**src/hdl/chs_pkg.sv**
```systemverilog
// ----------------------------------------------------------------------------
// chs_pkg
// Shared widths and codes for the chained hash set core.
// ----------------------------------------------------------------------------
package chs_pkg;

    localparam int KEY_W   = 31;
    localparam int OP_W    = 2;
    localparam int STAT_W  = 3;
    localparam int TOTAL_W = 9;
    localparam int CFG_W   = 7;

    localparam logic [CFG_W-1:0] BUCKET_COUNT_RST = 7'd64;

    localparam logic [OP_W-1:0] OP_INSERT = 2'd0;
    localparam logic [OP_W-1:0] OP_REMOVE = 2'd1;
    localparam logic [OP_W-1:0] OP_SEARCH = 2'd2;

    localparam logic [STAT_W-1:0] ST_INSERTED  = 3'd0;
    localparam logic [STAT_W-1:0] ST_DUPLICATE = 3'd1;
    localparam logic [STAT_W-1:0] ST_REMOVED   = 3'd2;
    localparam logic [STAT_W-1:0] ST_REM_MISS  = 3'd3;
    localparam logic [STAT_W-1:0] ST_FOUND     = 3'd4;
    localparam logic [STAT_W-1:0] ST_ABSENT    = 3'd5;
    localparam logic [STAT_W-1:0] ST_POOL_FULL = 3'd6;

endpackage

```
**src/hdl/chs_mod.sv**
```systemverilog
// ----------------------------------------------------------------------------
// chs_mod
// Bit-serial restoring modulo: one key bit per cycle, one compare/subtract.
// ----------------------------------------------------------------------------
module chs_mod (
    input  logic                         i_clk,
    input  logic                         i_rst_n,
    input  logic                         i_start,
    input  logic [chs_pkg::KEY_W-1:0]    i_dividend,
    input  logic [chs_pkg::CFG_W-1:0]    i_divisor,
    output logic                         o_done,
    output logic [chs_pkg::CFG_W-1:0]    o_rem
);
    localparam int KW = chs_pkg::KEY_W;
    localparam int CW = chs_pkg::CFG_W;
    localparam int NW = $clog2(KW + 1);

    logic          r_busy, n_busy;
    logic [NW-1:0] r_cnt, n_cnt;
    logic [KW-1:0] r_q, n_q;
    logic [CW-1:0] r_rem, n_rem;
    logic [CW-1:0] r_div;
    logic          r_done, n_done;
    logic [CW:0]   w_trial;

    assign w_trial = {r_rem, r_q[KW-1]};

    always_comb begin
        n_busy = r_busy;
        n_cnt  = r_cnt;
        n_q    = r_q;
        n_rem  = r_rem;
        n_done = 1'b0;
        if (i_start) begin
            n_busy = 1'b1;
            n_cnt  = NW'(KW);
            n_q    = i_dividend;
            n_rem  = '0;
        end else if (r_busy) begin
            if (w_trial >= {1'b0, r_div}) begin
                n_rem = CW'(w_trial - {1'b0, r_div});
            end else begin
                n_rem = CW'(w_trial);
            end
            n_q   = {r_q[KW-2:0], 1'b0};
            n_cnt = r_cnt - NW'(1);
            if (r_cnt == NW'(1)) begin
                n_busy = 1'b0;
                n_done = 1'b1;
            end
        end
    end

    always_ff @(posedge i_clk) begin
        if (!i_rst_n) begin
            r_busy <= 1'b0;
            r_done <= 1'b0;
            r_cnt  <= '0;
        end else begin
            r_busy <= n_busy;
            r_done <= n_done;
            r_cnt  <= n_cnt;
        end
        r_q   <= n_q;
        r_rem <= n_rem;
        if (i_start) begin
            r_div <= i_divisor;
        end
    end

    assign o_done = r_done;
    assign o_rem  = r_rem;

endmodule

```
**config.mk**
```make
export PLATFORM = sky130hd
export DESIGN_NAME = chs_mod
export DESIGN_NICKNAME = d
export VERILOG_FILES = /design/src/hdl/chs_pkg.sv /design/src/hdl/chs_mod.sv
export SDC_FILE = /design/constraint.sdc
export NUM_CORES = 1
export LEC_CHECK = 0
export BUFFER_PORTS_ARGS = -buffer_cell sky130_fd_sc_hd__buf_2
export CORE_MARGIN = 3
export CORE_UTILIZATION = 49
export CTS_CLUSTER_SIZE = 14
export DETAILED_ROUTE_END_ITERATION = 16
export PLACE_DENSITY = 0.73
export SYNTH_ARGS = -nofsm -noshare
export SYNTH_HDL_FRONTEND = slang
export SYNTH_SLANG_ARGS = --single-unit
```
**constraint.sdc**
```tcl
create_clock -name i_clk -period 3.8 [get_ports i_clk]
set_input_delay 0.19 -clock i_clk [delete_from_list [all_inputs] [get_ports i_clk]]
set_output_delay 0.19 -clock i_clk [all_outputs]
set_load 0.02 [all_outputs]
```
==> results of run 1 <==
==> final timing paths <==
check | to | slack (ns) | cells past startpoint
setup / recovery | o_rem[0] | 1.76 | 8
hold / removal | r_div[4] | 0.06 | 1
setup reg to reg | o_rem[0] | 1.76 | 8
hold reg to reg | r_q[6] | 0.55 | 1
==> worst max-delay path: cells and delay by family, from the launching register on <==
kind / cells / cell delay, ns
buffers and inverters: 2 / 0.13
AO/OA/AOI/OAI: 2 / 0.61
AND/OR/NAND/NOR: 2 / 0.28
adder cells (fa/ha/maj): 2 / 0.55
flip-flops: 1 / 0.39
==> power by group through the flow <==
stage | Combinational [W] | Clock, W | Sequential [W]
final | 0.000189 | 0.000311 | 0.000695
after global routing | 0.000213 | 0.000350 | 0.000702
after CTS | 0.000190 | 0.000324 | 0.000696
after detailed placement | 0.000189 | 0 | 0.000708
after global placement | 0.000186 | 0 | 0.000707
after floorplan | 0.000137 | 0 | 0.000704
==> layout by cell type, fill, tap and decap left out, types with 2 or more instances in the layout <==
cell type,count
o21ai_0,4
ha_1,9
xnor2_1,6
and3_1,10
mux2_2,31
a31oi_1,4
a21o_1,3
buf_2,48
nor3_1,3
o31ai_1,2
edfxtp_1,38
nand2_1,9
buf_4,2
a211oi_1,2
a21boi_0,5
inv_1,13
nand3_1,5
dfxtp_1,14
nor4_1,2
nor2_1,7
clkbuf_8,5
nor2b_1,2
==> synth_stat cells (2+ instances only) <==
cell      instances
nor2_1            7
nor4_1            2
mux2_2           31
a21o_1            3
a31oi_1           4
xnor2_1           6
ha_1              9
nor3_1            3
edfxtp_1         38
a211oi_1          2
dfxtp_1          14
a21boi_0          5
nand3_1           5
clkbuf_1          2
o21ai_0           4
o31ai_1           2
inv_1            13
and3_1           10
nand2_1           9
buf_2             3
nor2b_1           2
==> final cells by class <==
type                            count  area [sq um]  share of cell area [%]
Clock inverter                      2          16.3                   0.552
Multi-Input combinational cell    125          1050                    35.5
Sequential cell                    52          1420                    48.3
Tap cell                           67          83.8                    2.85
Timing Repair Buffer               50           255                    8.67
Clock buffer                        6          72.6                    2.46
Inverter                           13          48.8                    1.66
==> cells by family (layout without fill, tap and decap cells) <==
| kind of cell | Yosys count | count (layout) |
|---|---|---|
| buf+inv | 21 | 71 |
| fa+ha+maj | 10 | 10 |
| flops | 52 | 52 |
| xor+xnor | 7 | 7 |
| simple gates | 46 | 46 |
| compound gates | 31 | 31 |
| mux | 31 | 31 |
==> per-layer routing <==
metal | GRT usage (%) | up-vias | wire, microns
li1 | - | 834 | -
met1 | 21.3 | 758 | 2140
met2 | 23.7 | 33 | 1990
met3 | 4.93 | 5 | 225
met4 | 6.29 | 0 | 63
met5 | 0 | - | 0
==> state kept, by name (all words and copies together) (netlist names) <==
name / cells
r_q: 31
o_rem: 7
r_div: 7
r_cnt: 5
o_done: 1
r_busy: 1
==> per-stage QoR <==
stage	instances	power [W]	setup slack (ns)
floorplan	198	0.000840	1.99
global placement	307	0.000893	1.83
detailed placement	307	0.000897	1.79
CTS	315	0.00121	1.76
global route	315	0.00127	1.55
finish	315	0.00120	1.76
==> run_results.csv, run 1 <==
group,metric,value,unit
outcome,status,"finished, final reports clean",
drt,wire_per_inst,14.0,microns
timing,max_slew.worst_pin.slew,0.503,ns
logic_synthesis,yosysTopAreaCellShare,44.6,%
pwr,p_sw_share,25.0,%
global_route,antenna_found_initial,0,
logic_synthesis,synth-seq-cells,52,
setup_path,crit_type,"reg2reg",
timing,timing.final.crit_period,2.04,ns
timing,finalCritPeriodShare,53.8,%
logic_synthesis,synthTopCellsByArea,"edfxtp_1, mux2_2, dfxtp_1",
drt,ant_nets,0,
clock_tree,clockBufferDepth,2,
drt,via_count,1630,
clock_tree,cts.clk_slew.worst_paths,0.09,ns
job,cap_viol_max_count,0,
clock_tree,clk_latency,0.31,ns
layout,drive_gt1_share,37.5,%
drt,finalWirelength,4420,microns
global_route,grt_pass1_wl,7470,microns
placed_design,placed_area,2860,sq um
layout,fin_util,60.3,%
logic_synthesis,synth_nets,249,
global_route,grt_pass1_vias,1632,
timing,drv_slew,0,
setup_path,r2r-start,"r_q[30]",
clock_tree,clock_sinks,52,
min_path,hp-start,"i_divisor[4]",
clock_tree,htreeDepth,2,
clock_tree,hold_buffers,0,
setup_path,crit_chain,"inv_1 > ha_1 > inv_1 > fa_1 > nand3_1 > a31o_1 > nand3_1 > a311oi_2",
drt,dr.pass1.iters,4,
pwr,peakVddDrop,0.247,mV
drt,drc,0,
placed_design,port_buffers,48,
logic_synthesis,synth_edf_count,38,
logic_synthesis,muxShareOfSynthArea,13.6,%
drt,avgViaCountPerCell,5.17,
logic_synthesis,syn_avg_cell_area,12.9,sq um
timing,timing.hold.ws,0.0565,ns
timing,setup_viol,0,
clock_tree,cts_setup_buffers,0,
timing,fmax,0.489,GHz
layout,antenna_cells,0,
floorplanning,ios,49,
clock_tree,cts_tree,"done",
logic_synthesis,synth-compound-area-share,9.88,%
clock_tree,root_buffer,"clkbuf_8",
logic_synthesis,synth_xor_area_share,2.40,%
setup_path,cp_data_arrival_time,2.26,ns
setup_path,crit_path_start_kind,"flip-flop",
timing,fin_worst_skew,0.00652,ns
logic_synthesis,synth_top_family_by_area,"multiplexers",
logic_synthesis,seq_area_frac_synth,55.6,%
timing,slew_headroom,66.5,%
logic_synthesis,synth_cell_types,45,
floorplanning,die_y,78.3,microns
floorplanning,initial_core_util,52.4,%
floorplanning,die-area,6120,sq um
logic_synthesis,synthCells,198,
logic_synthesis,synth-simple-area-share,9.78,%
layout,nFillCells,417,
global_route,grt_overflow,0,
setup_path,cp_max_fo,10,
floorplanning,die_w,78.3,microns
global_route,grt_max_degree,42,
clock_tree,cts_resized,0,
placed_design,place_congestion,0.784,
layout,final_cell_area,2940,sq um
timing,hold_viol_final,0,
setup_path,worst_path_largest_cell_delay,0.39,ns
pwr,p_int,0.000897,W
logic_synthesis,ys.flop_type,"edfxtp_1",
layout,nets,298,
pwr,p_clk_share,26.0,%
logic_synthesis,synth-adder-area-share,5.18,%
timing,rsz0062_at_grt,"no",
floorplanning,coreArea,4880,sq um
logic_synthesis,async_flop_share,0,%
pwr,seqPwrFrac,58.2,%
setup_path,crit_required,4.02,ns
setup_path,cp_slowest_cell,"edfxtp_1",
clock_tree,numCtsBuffers,5,
logic_synthesis,syn_area,2560,sq um
pwr,powerDensity,406,nW/um^2
floorplanning,num_rows,25,
placed_design,dp_hpwl,3150,microns
pwr,power_switching,0.000298,W
drt,initialDrtViolationCount,95,
timing,setup-tns-final,0,ns
setup_path,end_kind,"flip-flop",
layout,area_growth,15.1,%
logic_synthesis,ys_warn_count,0,
min_path,worstHoldPathType,"in2reg",
global_route,track_usage,15.8,%
pwr,p_comb_share,15.8,%
setup_path,setup.worst_path.start,"r_q[30]",
pwr,p_leak,1.24,nW
logic_synthesis,yosys.area.top_type,"edfxtp_1",
No activity file was read; power rests on OpenSTA's default activity.
==> run 2, diff against run 1 <==
--- a/config.mk
+++ b/config.mk
@@ -5,12 +5,13 @@
 export SDC_FILE = /design/constraint.sdc
 export NUM_CORES = 1
 export LEC_CHECK = 0
+export ABC_AREA = 1
 export BUFFER_PORTS_ARGS = -buffer_cell sky130_fd_sc_hd__buf_2
 export CORE_MARGIN = 3
 export CORE_UTILIZATION = 49
 export CTS_CLUSTER_SIZE = 14
 export DETAILED_ROUTE_END_ITERATION = 16
-export PLACE_DENSITY = 0.73
+export PLACE_DENSITY = 0.76
 export SYNTH_ARGS = -nofsm -noshare
 export SYNTH_HDL_FRONTEND = slang
 export SYNTH_SLANG_ARGS = --single-unit
==> constraint.sdc (replaced) <==
create_clock -name i_clk -period 1.7 [get_ports i_clk]
set_input_delay 0.085 -clock i_clk [delete_from_list [all_inputs] [get_ports i_clk]]
set_output_delay 0.085 -clock i_clk [all_outputs]
set_load 0.02 [all_outputs]
==> run 2 against run 1 <==
Compared with the run above: the run now ends with negative setup slack left; total power increased to 2.5 times the previous value; fmax grew 11%; non-clock buffer count grew 22; critical path type unchanged.
==> run_results.csv, run 2 <==
group,metric,value,unit
logic_synthesis,synth_edf_count,38,
clock_tree,root_buffer,"clkbuf_8",
timing,max_slew.worst_pin.slew,0.506,ns
timing,layout_setup_ws,-0.147,ns
logic_synthesis,async_flop_share,0,%
drt,drc,0,
clock_tree,clk_latency,0.30,ns
pwr,peakVddDrop,0.611,mV
floorplanning,coreArea,4880,sq um
drt,ant_nets,0,
logic_synthesis,yosys.area.top_type,"edfxtp_1",
layout,nets,413,
logic_synthesis,synthTopCellsByArea,"edfxtp_1, nand2_1, dfxtp_1",
placed_design,placed_area,2900,sq um
setup_path,end_kind,"flip-flop",
drt,avgViaCountPerCell,4.85,
drt,wire_per_inst,12.5,microns
layout,top_register,"r_q",
global_route,grt_overflow,0,
timing,setup_viol,7,
floorplanning,num_rows,25,
placed_design,port_buffers,48,
clock_tree,cts_tree,"done",
logic_synthesis,synth_cell_types,30,
logic_synthesis,syn_avg_cell_area,8.79,sq um
layout,final_common_cell,"nand2_1",
global_route,antenna_found_initial,0,
logic_synthesis,synth_nets,340,
layout,mostFrequentLayoutCells,"nand2_1, buf_2, edfxtp_1",
placed_design,place_congestion,0.865,
outcome,violations,"negative setup slack",
global_route,track_usage,17.9,%
layout,multi_input_area,1010,sq um
logic_synthesis,synthCells,289,
drt,via_count,2085,
layout,drive_gt1_share,25.9,%
min_path,worstHoldPathType,"in2reg",
timing,fmax,0.541,GHz
floorplanning,initial_core_util,52.1,%
clock_tree,clockBufferDepth,2,
timing,finalCritPeriodShare,109,%
timing,slew_headroom,66.2,%
layout,antenna_cells,0,
timing,setup-tns-final,-0.588,ns
clock_tree,clock_sinks,52,
floorplanning,die_y,78.0,microns
setup_path,crit_path_start_kind,"flip-flop",
layout,nFillCells,397,
setup_path,crit_type,"reg2reg",
pwr,p_leak,1.64,nW
drt,initialDrtViolationCount,157,
logic_synthesis,yosys-top-cells-count,"nand2_1, edfxtp_1, inv_1, nand3_1, dfxtp_1",
clock_tree,cts.clk_slew.worst_paths,0.09,ns
logic_synthesis,synth.most_common_cell,"nand2_1",
setup_path,cp_data_arrival_time,2.08,ns
layout,area_growth,26.6,%
timing,drv_slew,0,
drt,dr.pass1.iters,4,
timing,hold_viol_final,0,
clock_tree,numCtsBuffers,5,
placed_design,dp_hpwl,3640,microns
timing,timing.final.crit_period,1.85,ns
layout,fin_util,65.9,%
floorplanning,ios,49,
pwr,powerDensity,930,nW/um^2
floorplanning,die_w,78.0,microns
outcome,status,"finished with violations",
logic_synthesis,yosysTopAreaCellShare,44.9,%
global_route,grt_pass1_vias,2108,
setup_path,cp_max_fo,6,
floorplanning,die-area,6090,sq um
timing,fin_worst_skew,0.00364,ns
layout,final_cell_area,3220,sq um
global_route,grt_max_degree,34,
logic_synthesis,syn_area,2540,sq um
layout,seqCellArea,1420,sq um
timing,timing.hold.ws,0.0209,ns
job,cap_viol_max_count,0,
logic_synthesis,synth-seq-cells,52,
layout,largest_reg_flops,31,
timing,rsz0062_at_grt,"yes",
logic_synthesis,seq_area_frac_synth,55.9,%
setup_path,crit_required,1.93,ns
logic_synthesis,ys.flop_type,"edfxtp_1",
global_route,grt_pass1_wl,8860,microns
drt,finalWirelength,5370,microns
logic_synthesis,ys_warn_count,0,
clock_tree,htreeDepth,2,
run 2: changes by cell type in the layout (fill, tap and decap cells not counted), sizes merged, moves of 10 or more:
cell,delta
nand2,+126
mux2,-31
inv,+23
buf,+15
nand3,+12
and3,-10
run 2: worst max-delay path, stage by stage (launching register included):
cell and delay (ns):
edfxtp_1 0.39, inv_2 0.09, ha_4 0.13, inv_4 0.03, fa_2 0.37, nand2_2 0.08
nand2_2 0.07, nand2_4 0.09, nand2_4 0.06, nand2_4 0.10, nand2_4 0.08, nand2_1 0.08
nand3_1 0.09, o21ai_1 0.11
run 2: routing by layer:
layer	wire, microns	vias to the layer above	global-route usage (%)
li1	-	1068	-
met1	2440	942	23.0
met2	2620	69	30.7
met3	239	6	3.21
met4	65	0	5.77
met5	0	-	0
run 2: path summary, 6_finish.rpt:
| check | start | to | slack [ns] | depth (start not counted) |
|---|---|---|---|---|
| worst max-delay path | r_q[30] | o_rem[2] | -0.15 | 13 |
| worst min-delay path | i_rst_n | r_cnt[4] | 0.02 | 3 |
| worst max register to register | r_q[30] | o_rem[2] | -0.15 | 13 |
| worst min register to register | o_rem[4] | o_rem[4] | 0.50 | 2 |
run 2: power by group:
part / switching [W] / leakage [nW] / internal (W)
combinational: 0.000341 / 1.08 / 0.000260
clock: 0.000399 / 0.0558 / 0.000445
sequential: 0.0000510 / 0.503 / 0.00150
total: 0.000790 / 1.64 / 0.00220
run 2: kinds of logic after synthesis:
group | Yosys count | synth area share (%)
fa+ha+maj | 10 | 5.22
flops | 52 | 55.9
buf+inv | 42 | 6.35
simple gates | 168 | 28.1
compound gates | 15 | 3.69
xor+xnor | 2 | 0.689
run 2: timing repair:
item / 4_1_cts / 5_1_grt
setup buffers: 9 / 1
hold endpoints to repair: 7 / 0
setup endpoints to repair: 7 / 7
pin swaps: 0 / 7
resized for setup: 2 / 12
hold buffers: 7 / 0
cloned: 1 / 0
run 2: layout make-up:
type                    instances  share of cell area, %
flip-flops and latches         52                   44.2
multi-input cells             196                   31.5
repair buffers                 72                   14.1
inverters                      35                   4.16
well taps                      67                   2.61
clock buffers                   6                   2.26
clock inverters                 2                   1.21
run 2: per-stage QoR:
stage | setup slack [ns] | std cells | power (W)
2_1_floorplan | 0.0509 | 289 | 0.00191
3_3_place_gp | 0.0193 | 404 | 0.00206
3_5_place_dp | -0.0678 | 404 | 0.00208
4_1_cts | -0.0632 | 429 | 0.00297
5_1_grt | -0.305 | 430 | 0.00316
6_report | -0.147 | 430 | 0.00299
==> run 3, diff against run 2 <==
--- a/config.mk
+++ b/config.mk
@@ -5,7 +5,6 @@
 export SDC_FILE = /design/constraint.sdc
 export NUM_CORES = 1
 export LEC_CHECK = 0
-export ABC_AREA = 1
 export BUFFER_PORTS_ARGS = -buffer_cell sky130_fd_sc_hd__buf_2
 export CORE_MARGIN = 3
 export CORE_UTILIZATION = 49
==> run 3 against run 2 <==
Compared with the run above: the run still ends with negative setup slack left; hold slack better by 0.020 ns; first-iteration DRC count down 23%; sequential power is essentially flat; setup slack gained 0.058 ns; fmax is 3.2% higher; global-route usage down 0.15 points; count of clock-buffer cells in the layout fell by 1; wire length fell by 6.7%; clock skew increased by 0.0072 ns; via count decreased by 17%; combinational power is 7.7% lower; largest power group unchanged.
==> run_results.csv, run 3 (synthesis gave the netlist of run 1 again) <==
group,metric,value,unit
outcome,status,"finished with violations",
outcome,violations,"negative setup slack",
setup_path,rr_worst_depth,7,
timing,finalCritPeriodShare,105,%
setup_path,end_kind,"flip-flop",
layout,antenna_cells,0,
placed_design,port_buffers,48,
drt,wire_per_inst,14.8,microns
min_path,worstHoldPathType,"in2reg",
layout,nets,322,
layout,drive_gt1_share,47.4,%
drt,drc,0,
timing,rsz0062_at_grt,"yes",
pwr,p_leak,1.37,nW
drt,avgViaCountPerCell,5.12,
timing,timing.final.crit_period,1.79,ns
layout,final_cell_area,3290,sq um
clock_tree,clock_sinks,52,
clock_tree,htreeDepth,2,
pwr,p_int,0.00209,W
setup_path,regToRegSetupSlack,-0.09,ns
layout,mostFrequentLayoutCells,"buf_2, edfxtp_1, mux2_2",
placed_design,place_congestion,0.776,
drt,ant_nets,0,
layout,top_register,"r_q",
drt,via_count,1736,
floorplanning,coreArea,4880,sq um
clock_tree,clockBufferDepth,2,
layout,final_common_cell,"buf_2",
global_route,grt_pass1_vias,1810,
setup_path,r2r_end,"o_rem[1]",
pwr,power_switching,0.000729,W
drt,finalWirelength,5010,microns
drt,initialDrtViolationCount,121,
timing,fmax,0.559,GHz
clock_tree,numCtsBuffers,5,
clock_tree,root_buffer,"clkbuf_8",
pwr,p_clk_share,25.3,%
placed_design,placed_area,3030,sq um
floorplanning,die-area,6120,sq um
layout,nFillCells,385,
layout,layoutNonFillerInstCount,339,
setup_path,r2r-start,"r_div[0]",
timing,setup_viol,7,
pwr,powerDensity,857,nW/um^2
layout,fin_util,67.4,%
floorplanning,ios,49,
global_route,grt_pass1_wl,8460,microns
layout,area_growth,28.6,%
floorplanning,num_rows,25,
pwr,peakVddDrop,0.666,mV
timing,drv_slew,0,
drt,dr.pass1.iters,4,
timing,slew_headroom,70.4,%
pwr,p_sw_share,25.8,%
setup_path,crit_path_start_kind,"flip-flop",
floorplanning,die_w,78.3,microns
setup_path,cp_data_arrival_time,1.99,ns
min_path,hp-start,"i_rst_n",
placed_design,dp_hpwl,3520,microns
placed_design,dp_cells,322,
setup_path,crit_type,"reg2reg",
min_path,min_path_cells,3,
timing,fin_worst_skew,0.0109,ns
timing,max_slew.worst_pin.slew,0.443,ns
layout,largest_reg_flops,31,
timing,hold_viol_final,0,
clock_tree,cts.clk_slew.worst_paths,0.10,ns
global_route,antenna_found_initial,0,
global_route,track_usage,17.7,%
pwr,seqPwrFrac,55.0,%
global_route,grt_overflow,0,
timing,timing.hold.ws,0.0408,ns
setup_path,crit_required,1.90,ns
global_route,grt_max_degree,32,
setup_path,cp_max_fo,6,
pwr,p_comb_share,19.7,%
job,cap_viol_max_count,0,
min_path,whs_endpoint,"r_busy",
clock_tree,cts_tree,"done",
floorplanning,die_y,78.3,microns
timing,layout_setup_ws,-0.0891,ns
placed_design,post-place-ws,-0.151,ns
clock_tree,clk_latency,0.31,ns
floorplanning,initial_core_util,52.4,%
-- run 3: cell count changes in the layout (fill, tap and decap cells not counted), sizes merged, moves of 10 or more --
cell and delta:
and3 +10, inv -22, nand2 -126, nand3 -12
mux2 +31
-- run 3: power groups by stage --
stage / Combinational, W / Sequential, W / Clock [W]
2_1_floorplan: 0.000324 / 0.00158 / 0
3_5_place_dp: 0.000498 / 0.00158 / 0
3_3_place_gp: 0.000488 / 0.00157 / 0
4_1_cts: 0.000530 / 0.00155 / 0.000732
5_1_grt: 0.000611 / 0.00157 / 0.000788
6_report: 0.000555 / 0.00155 / 0.000714
-- run 3: metal layers --
| layer | global-route usage (%) | wire length [microns] | part of all wire, % | vias to the layer above |
|---|---|---|---|---|
| met1 | 22.5 | 2200 | 44 | 808 |
| li1 | - | - | - | 884 |
| met4 | 6.29 | 67 | 1.3 | 0 |
| met2 | 30.1 | 2510 | 50 | 39 |
| met5 | 0 | 0 | 0 | - |
| met3 | 3.56 | 232 | 4.6 | 5 |
-- run 3: cell type report --
| type | count | area [sq um] | area share [%] |
|---|---|---|---|
| sequential | 52 | 1420 | 43.3 |
| clock buffer | 5 | 68.8 | 2.09 |
| timing repair buffer | 74 | 473 | 14.4 |
| inverter | 13 | 48.8 | 1.48 |
| tap | 67 | 83.8 | 2.55 |
| multi-input combinational | 125 | 1170 | 35.5 |
| clock inverter | 3 | 22.5 | 0.685 |
-- run 3: through the flow --
step           setup TNS [ns]  power, W
3_3_place_gp           -0.200   0.00206
5_1_grt                -0.945   0.00296
3_5_place_dp           -0.685   0.00207
4_1_cts                -0.276   0.00281
6_report               -0.334   0.00282
2_1_floorplan         -0.0896   0.00190
-- run 3: what timing repair did --
item                                    4_1_cts  5_1_grt
hold buffers                                  7        0
pin swaps                                     5        9
hold endpoints to repair                      7        0
endpoints found under the setup margin        7        7
gates resized for setup                       4       10
buffers inserted                              1        1
-- run 3: worst max-delay path, stage by stage, from the launching register on --
cell and delay [ns]:
edfxtp_1 0.43, ha_4 0.18, inv_2 0.05, fa_2 0.23, nand3_4 0.09, a31o_4 0.25
and2_4 0.18, o311a_1 0.28
-- run 3: worst max path at each step --
stage,start,end
final,r_div[0],o_rem[1]
after global routing,r_div[0],o_rem[1]
after CTS,r_q[30],o_rem[0]
after detailed placement,r_q[30],o_rem[0]
after global placement,r_q[30],o_rem[0]
after floorplan,r_q[30],o_rem[0]
